## src/sv/rspm_pkg.sv

```systemverilog
// ----------------------------------------------------------------------------
// rspm_pkg
// Types and constants shared by the subimage pixel map blocks.
// ----------------------------------------------------------------------------
package rspm_pkg;

    localparam int DISPLAY_WIDTH_PX_DEF   = 2048;
    localparam int DISPLAY_HEIGHT_PX_DEF  = 1024;
    localparam int SUBIMAGE_WIDTH_PX_DEF  = 16;
    localparam int SUBIMAGE_HEIGHT_PX_DEF = 16;

    localparam int CFG_W  = 24;
    localparam int CFG_AW = 3;

    // depth of the queue between front and back end, power of two
    localparam int QUEUE_DEPTH = 4;

    typedef enum logic [CFG_AW-1:0] {
        REG_CAMERA_X  = 3'd0,
        REG_CAMERA_Y  = 3'd1,
        REG_CAMERA_Z  = 3'd2,
        REG_THICKNESS = 3'd3,
        REG_INDEX     = 3'd4,
        REG_WIDTH_MM  = 3'd5,
        REG_HEIGHT_MM = 3'd6
    } t_reg_idx;

    typedef struct packed {
        logic [6:0] subimage_col;
        logic [5:0] subimage_row;
    } t_in_item;

    typedef struct packed {
        logic signed [31:0] target_x;
        logic signed [31:0] target_y;
        logic signed [15:0] pixel_x;
        logic signed [15:0] pixel_y;
        logic               saturated;
    } t_out_item;

    typedef struct packed {
        logic signed [23:0] camera_x;
        logic signed [23:0] camera_y;
        logic [23:0]        camera_z;
        logic [23:0]        thickness;
        logic [18:0]        index;
        logic [23:0]        width_mm;
        logic [23:0]        height_mm;
    } t_cfg;

    // classified work item handed from the front end to the back end
    typedef struct packed {
        logic [6:0]  col;
        logic [5:0]  row;
        logic        x_neg;
        logic        y_neg;
        logic [63:0] num_x;
        logic [63:0] num_y;
        logic [63:0] q;
    } t_work;

endpackage

```

## src/sv/rspm_fifo.sv

```systemverilog
// ----------------------------------------------------------------------------
// rspm_fifo
// Short work queue between the front end and the back end.
// ----------------------------------------------------------------------------
module rspm_fifo #(
    parameter int DEPTH = 4
) (
    input  logic                i_clk,
    input  logic                i_rst_n,
    input  logic                i_push,
    input  rspm_pkg::t_work     i_item,
    input  logic                i_pop,
    output logic                o_empty,
    output logic                o_full,
    output rspm_pkg::t_work     o_item
);
    import rspm_pkg::*;
    localparam int AW = $clog2(DEPTH);

    t_work         r_mem [DEPTH];
    logic [AW-1:0] r_wp, r_rp;
    logic [AW:0]   r_cnt;
    logic          wr, rd;

    assign wr = i_push && !o_full;
    assign rd = i_pop && !o_empty;

    always_ff @(posedge i_clk) begin
        if (wr) r_mem[r_wp] <= i_item;
    end

    always_ff @(posedge i_clk) begin
        if (!i_rst_n) begin
            r_wp  <= '0;
            r_rp  <= '0;
            r_cnt <= '0;
        end else begin
            if (wr) r_wp <= r_wp + 1'b1;
            if (rd) r_rp <= r_rp + 1'b1;
            r_cnt <= r_cnt + (AW+1)'(wr) - (AW+1)'(rd);
        end
    end

    assign o_empty = (r_cnt == '0);
    assign o_full  = (r_cnt == (AW+1)'(DEPTH));
    assign o_item  = r_mem[r_rp];

endmodule

```

## config.mk

```make
export PLATFORM = sky130hd
export DESIGN_NAME = rspm_fifo
export DESIGN_NICKNAME = d
export VERILOG_FILES = /design/src/sv/rspm_pkg.sv /design/src/sv/rspm_fifo.sv
export SDC_FILE = /design/constraint.sdc
export NUM_CORES = 1
export LEC_CHECK = 0
export ABC_AREA = 1
export BUFFER_PORTS_ARGS = -buffer_cell sky130_fd_sc_hd__clkbuf_2
export CORE_MARGIN = 2
export CORE_UTILIZATION = 50
export DETAILED_ROUTE_END_ITERATION = 6
export GPL_ROUTABILITY_DRIVEN = 0
export GPL_TIMING_DRIVEN = 0
export PLACE_DENSITY = 0.81
export RECOVER_POWER = 50
export SYNTH_ARGS = -nofsm -noshare
export SYNTH_HDL_FRONTEND = slang
export SYNTH_SLANG_ARGS = --single-unit
```

## constraint.sdc

```tcl
create_clock -name i_clk -period 17.05 [get_ports i_clk]
set_clock_uncertainty 0.2 [all_clocks]
set_input_delay 0 -clock i_clk [delete_from_list [all_inputs] [get_ports i_clk]]
set_output_delay 0 -clock i_clk [all_outputs]
set_load 0.05 [all_outputs]
```

==> qor.yml, run 1 <==
outcome:
  status: "finished with violations"
  violations: "max-capacitance violations, max-slew violations"
floorplanning:
  row_count: 91
  die_w_um: 253.0
  start_util: 0.5040
  io_pins: 420
  dieArea_um2: 63990
  core_um2: 61480
  die_y_um: 253.0
synth:
  syn_nets: 2287
  yosysSeqAreaShare: 0.8081
  yosysMostFrequentCell: "edfxtp_1"
  synth-seq-cells: 837
  netlist_top_cells_count: "828 x edfxtp_1, 426 x nor2_1, 384 x o21ai_0, 207 x o22ai_1, 57 x clkbuf_1"
  ys_warn_count: 0
  yosysTopAreaCell: "edfxtp_1"
  synth-edff-count: 828
  ys_top_cells_by_area: "edfxtp_1 80%, o21ai_0 6.2%, nor2_1 5.2%"
  syn-cell-area_um2: 30990
  syn_inst: 2069
  async_flop_share: 0
  yosysTopAreaCellShare: 0.8023
  synth_cell_types: 19
  synthFlopType: "edfxtp_1"
  syn-mean-instance-area_um2: 14.98
setup_path:
  cp.arrival_ns: 4.65
  worstSetupPathType: "reg -> reg"
  cp_common_cell: "buf_12"
  path_cells: "nor2_1, nand2_1, nand2_1, nor2_1, clkbuf_1, buf_16, buf_12, buf_12, buf_12"
  cp_slowest_cell: "clkbuf_1"
  crit_start: "r_cnt[1]$_SDFF_PN0_"
  r2r-start: "r_cnt[1]$_SDFF_PN0_"
  cp.depth: 9
  reg2reg_slack_ns: 12.49
  cpPeakStageDelay_ns: 1.13
  worstSetupStartpointType: "flop"
  critPathRequiredTime_ns: 17.14
  critPathCaptureType: "flop"
  path_delay_family: "buffers and inverters"
  crit_path_end: "r_mem[2][101]$_DFFE_PP_"
  r2r_end: "r_mem[2][101]$_DFFE_PP_"
  ff2ff_path_depth: 9
  cp.buffers_inverters: 5
  path_max_fanout: 27
power_and_ir_drop:
  p_per_area_nw_per_um2: 157.1
  pwr-share-seq: 0.393
  pwr-share-comb: 0.338
  pwr-share-clk: 0.269
  p_switching_mw: 2.508
  finalPower_mw: 6.507
  power.internal_mw: 3.999
  leakagePower_nw: 14.84
  p_sw_frac: 0.3854
  irDropWorstVdd_uv: 122.3
sta:
  tns_ns: 0
  hold_violations: 0
  period_share: 0.2676
  setup_viol: 0
  rsz0062_at_grt: "no"
  max_freq_mhz: 219.2
  timing.final.max_slew_violations: 76
  worst_hold_slack_ns: 0.07468
  worst_pin_slew_ns: 1.896
  fin_crit_ns: 4.562
  timing.final.ws_setup_ns: 12.49
  slew_headroom: -0.2643
global_routing:
  track_usage: 0.2782
  antenna_found_initial: 10
  grt_pass1_wl_um: 134600
  first_global_vias: 23562
  overflow: 0
  grt_max_degree: 30
cells_and_area:
  nets: 3236
  finalInstanceArea_um2: 41410
  fillers: 3738
  drive_gt1_frac: 0.2013
  area_growth_pct: 33.61
  instances_no_fill: 3882
  seq_area_um2: 25040
  final_util: 0.6735
  multi_input_area_um2: 5174
detailed_routing:
  wire_per_inst_um: 23.74
  via_per_inst: 5.946
  ant_nets: 0
  vias: 23081
  drc: 0
  dr.pass1.iters: 6
  drtIter0Drc: 2810
  routed_wl_um: 92170
placement:
  place_area_um2: 34810
  dpl_worst_slack_ns: 13.81
  numPortBuffers: 419
  dp_hpwl_um: 51010
  dp_cells: 3311
clock_network:
  insertion_delay_ns: 0.61
  h-tree-depth: 3
  clkSlewWorstSetupHoldPaths_ns: 0.06
  cts-root-buf: "clkbuf_16"
  tritoncts: "done"
  clock_path_buffers: 3
  clock_sinks: 837
  numCtsBuffers: 82
job:
  maxCapViolations: 3
min_path:
  hp-class: "in -> reg"
==> placed cells by master (no fill, tap or decap), drive strengths merged <==
| master | Yosys | routed |
|---|---|---|
| a21oi | 5 | 5 |
| buf | 69 | 99 |
| bufinv | 0 | 7 |
| clkbuf | 67 | 594 |
| clkinv | 0 | 29 |
| clkinvlp | 0 | 2 |
| dfxtp | 9 | 9 |
| diode | 0 | 12 |
| dlygate4sd3 | 0 | 413 |
| edfxtp | 828 | 828 |
| fa | 1 | 1 |
| ha | 6 | 6 |
| inv | 19 | 22 |
| nand2 | 14 | 14 |
| nand3 | 4 | 4 |
| nor2 | 426 | 426 |
| o21ai | 414 | 414 |
| o22ai | 207 | 207 |
==> worst min-delay path by stage <==
stage / depth (start not counted) / slack [ns] / startpoint / to
2_1_floorplan: 2 / -0.11 / i_rst_n / r_cnt[1]$_SDFF_PN0_
3_3_place_gp: 1 / 0.01 / i_item[36] / r_mem[3][36]$_DFFE_PP_
3_5_place_dp: 1 / 0.02 / i_item[202] / r_mem[2][202]$_DFFE_PP_
4_1_cts: 2 / 0.001 / i_item[205] / r_mem[0][205]$_DFFE_PP_
5_1_grt: 4 / 0.1 / i_rst_n / r_cnt[2]$_SDFF_PN0_
6_report: 2 / 0.07 / i_item[204] / r_mem[2][204]$_DFFE_PP_
==> logic make-up (layout without fill, tap and decap cells) <==
group,count (synthesis),after routing,synth area share
other,0,12,0
buffers and inverters,155,1166,0.02544
adders and majority gates,7,7,0.003068
AOI/OAI and AO/OA,626,626,0.1095
DFF,837,837,0.8081
and+or+nand+nor,444,444,0.05394
==> state kept, by name, summed over array words and instances (netlist names), named ones only <==
signal  count
r_mem     828
r_rp        2
r_wp        2
r_cnt       3
==> timing repair <==
item,in CTS,in global routing
hold buffers,413,0
hold endpoints to repair,847,0
resized for setup,0,0
buffers inserted,0,0
==> layer usage <==
| layer | vias to the layer above | global-route usage | wire length (um) |
|---|---|---|---|
| met5 | - | 0 | 13 |
| met4 | 2 | 0.1298 | 4268 |
| met3 | 344 | 0.06003 | 9081 |
| met2 | 1702 | 0.4853 | 46510 |
| met1 | 11251 | 0.3298 | 32290 |
| li1 | 9782 | - | - |
==> area by class of cell <==
type / count / share of cell area
multi-input combinational: 1077 / 0.1249
clock buffer: 105 / 0.05215
tap: 790 / 0.02387
inverter: 19 / 0.001843
clock inverter: 41 / 0.009035
timing repair buffer: 865 / 0.1654
buffer: 136 / 0.01719
antenna: 12 / 0.0007252
sequential: 837 / 0.6048
==> power by group through the flow <==
| stage | sequential [mW] | combinational (mW) | clock (mW) |
|---|---|---|---|
| after CTS | 2.55 | 2.15 | 1.75 |
| after floorplan | 2.66 | 1.39 | 0 |
| final | 2.56 | 2.20 | 1.75 |
| after global routing | 2.57 | 2.28 | 1.84 |
| after global placement | 2.72 | 1.95 | 0 |
| after detailed placement | 2.59 | 2.06 | 0 |
Power figures use the tool's default switching activity.
==> run 2, diff against run 1 <==
PLACE_DENSITY = 0.84   (was 0.81)
clock period = 3.93 ns   (was 17.05 ns; I/O delays follow)
==> run 2 against run 1 <==
Compared with the run above:
- the flow now finishes without violations
- sequential power rose to 4.3 times the previous value
- fmax up 44%
- highest routed layer unchanged
- sequential cell count unchanged
- largest cell class unchanged
- core utilization up 0.30 points
==> qor.yml, run 2 (synthesis results as in run 1) <==
outcome:
  status: "finished clean"  # was finished with violations
power_and_ir_drop:
  irDropWorstVdd_uv: 675.5  # was 122.3 uV
  leakagePower_nw: 14.92  # was 14.84 nW
  pwr-share-seq: 0.391  # was 0.393
  p_switching_mw: 11.15  # was 2.508 mW
  pwr-share-clk: 0.270  # was 0.269
  p_sw_frac: 0.3922  # was 0.3854
  p_per_area_nw_per_um2: 683.4  # was 157.1 nW/um^2
  power.internal_mw: 17.28  # was 3.999 mW
  pwr-share-comb: 0.339  # was 0.338
global_routing:
  overflow: 0  # unchanged
  grt_pass1_wl_um: 141000  # was 134,600 um
  track_usage: 0.2935  # was 0.2782
  first_global_vias: 24360  # was 23,562
  grt_max_degree: 29  # was 30
  antenna_found_initial: 10  # unchanged
cells_and_area:
  regMostFlops: "r_mem"  # unchanged
  top_regs: "r_mem (828), r_cnt (3)"  # unchanged
  fillers: 3698  # was 3,738
  largest_register_ffs: 828  # unchanged
  layout_commonest_cell: "edfxtp_1"  # unchanged
  instances_no_fill: 3881  # was 3,882
  area_growth_pct: 34.21  # was 33.61%
  layout_common_cells: "828 x edfxtp_1, 422 x nor2_1, 414 x dlygate4sd3_1"  # was 828 x edfxtp_1, 424 x nor2_1, 413 x dlygate4sd3_1
  drive_gt1_frac: 0.2054  # was 0.2013
  nets: 3239  # was 3,236
detailed_routing:
  vias: 23545  # was 23,081
  wire_per_inst_um: 24.90  # was 23.74 um
  drc: 0  # unchanged
  drtIter0Drc: 2923  # was 2,810
  routed_wl_um: 96640  # was 92,170 um
  ant_nets: 0  # unchanged
  via_per_inst: 6.067  # was 5.946
  dr.pass1.iters: 6  # unchanged
setup_path:
  critPathCaptureType: "flop"  # unchanged
  worstSetupPathType: "reg -> reg"  # unchanged
  cp_common_cell: "buf_12"  # unchanged
  worstSetupStartpointType: "flop"  # unchanged
  cpPeakStageDelay_ns: 0.70  # was 1.13 ns
  path_cells: "nor2_1, nand2_1, nand2_1, nor2_4, buf_16, buf_12, buf_12, buf_12"  # was nor2_1, nand2_1, nand2_1, nor2_1, clkbuf_1, buf_16, buf_12, buf_12, buf_12
  cp.arrival_ns: 3.26  # was 4.65 ns
  path_max_fanout: 28  # was 27
  cp_slowest_cell: "nor2_4"  # was clkbuf_1
  critPathRequiredTime_ns: 4.02  # was 17.14 ns
clock_network:
  cts_hold_buf: 414  # was 413
  insertion_delay_ns: 0.62  # was 0.61 ns
  clock_sinks: 837  # unchanged
  clkSlewWorstSetupHoldPaths_ns: 0.07  # was 0.06 ns
  tritoncts: "done"  # unchanged
  cts-root-buf: "clkbuf_16"  # unchanged
  post_cts_resized: 0  # unchanged
  clock_path_buffers: 3  # unchanged
  cts_setup_buffers: 0  # unchanged
  numCtsBuffers: 82  # unchanged
  h-tree-depth: 3  # unchanged
sta:
  rsz0062_at_grt: "no"  # unchanged
  setup_viol: 0  # unchanged
  fin_crit_ns: 3.174  # was 4.562 ns
  slew_headroom: 0.4204  # was -0.2643
  period_share: 0.8075  # was 0.2676
  max_freq_mhz: 315.1  # was 219.2 MHz
  worst_pin_slew_ns: 0.8674  # was 1.896 ns
  hold_violations: 0  # unchanged
  worst_hold_slack_ns: 0.08415  # was 0.07468 ns
  timing.final.max_slew_violations: 0  # was 76
placement:
  dp_hpwl_um: 52130  # was 51,010 um
  dp_cells: 3313  # was 3,311
  numPortBuffers: 419  # unchanged
floorplanning:
  start_util: 0.5040  # unchanged
  dieArea_um2: 63990  # unchanged
  io_pins: 420  # unchanged
  core_um2: 61480  # unchanged
  die_w_um: 253.0  # unchanged
  row_count: 91  # unchanged
  die_y_um: 253.0  # unchanged
job:
  maxCapViolations: 0  # was 3
min_path:
  hp-class: "in -> reg"  # unchanged
==> run 2: worst paths after layout <==
| check | startpoint | to | slack, ns | depth (start not counted) |
|---|---|---|---|---|
| max | r_cnt[1]$_SDFF_PN0_ | r_mem[1][166]$_DFFE_PP_ | 0.76 | 8 |
| min reg2reg | r_rp[1]$_SDFFE_PN0P_ | flop | 0.33 | 2 |
| min | i_pop | r_rp[0]$_SDFFE_PN0P_ | 0.08 | 4 |
| max reg2reg | r_cnt[1]$_SDFF_PN0_ | r_mem[1][166]$_DFFE_PP_ | 0.76 | 8 |
==> run 2: per-stage QoR <==
step / setup slack, ns / instance area, um^2 / TNS [ns] / util / power [mW]
floorplan: -0.3703 / 31040 / -295.82 / - / 17.34
global placement: -2.726 / 34120 / -2215.02 / 0.5550 / 19.86
detailed placement: 1.118 / 34890 / 0 / 0.5675 / 20.18
CTS: 0.7759 / 41610 / 0 / 0.6768 / 27.97
global route: 0.6465 / 41580 / 0 / 0.6763 / 29.18
finish: 0.7563 / 41590 / 0 / 0.6765 / 28.43
==> run 2: power by group through the flow <==
stage          combinational [mW]  clock [mW]  sequential, mW
6_report                     9.63        7.69            11.1
5_1_grt                      9.97        8.06            11.2
4_1_cts                      9.34        7.57            11.1
3_5_place_dp                 8.94           0            11.2
3_3_place_gp                 8.47           0            11.4
2_1_floorplan                6.06           0            11.3
==> run 2: layout make-up <==
class,count,area [um^2],share of cell area
Sequential cell,837,25050,0.6021
Timing Repair Buffer,868,6984,0.1679
Multi-Input combinational cell,1077,5189,0.1247
Clock buffer,98,2133,0.05129
Tap cell,790,988.4,0.02376
Buffer,136,711.9,0.01712
Clock inverter,47,442.9,0.01065
Inverter,19,76.32,0.001835
Antenna cell,9,22.52,0.0005415
==> run 2: critical path, delay by kind of cell (launching register included) <==
| family | cells | cell delay [ns] |
|---|---|---|
| buffers and inverters | 4 | 0.93 |
| DFF | 1 | 0.35 |
| and+or+nand+nor | 4 | 1.28 |
==> run 2: routing by layer <==
layer,vias up,routed length [um],track usage
met4,4,5383,0.1630
met5,-,26,0
met1,11429,33510,0.3429
met2,1921,48170,0.5060
li1,9783,-,-
met3,408,9557,0.06291
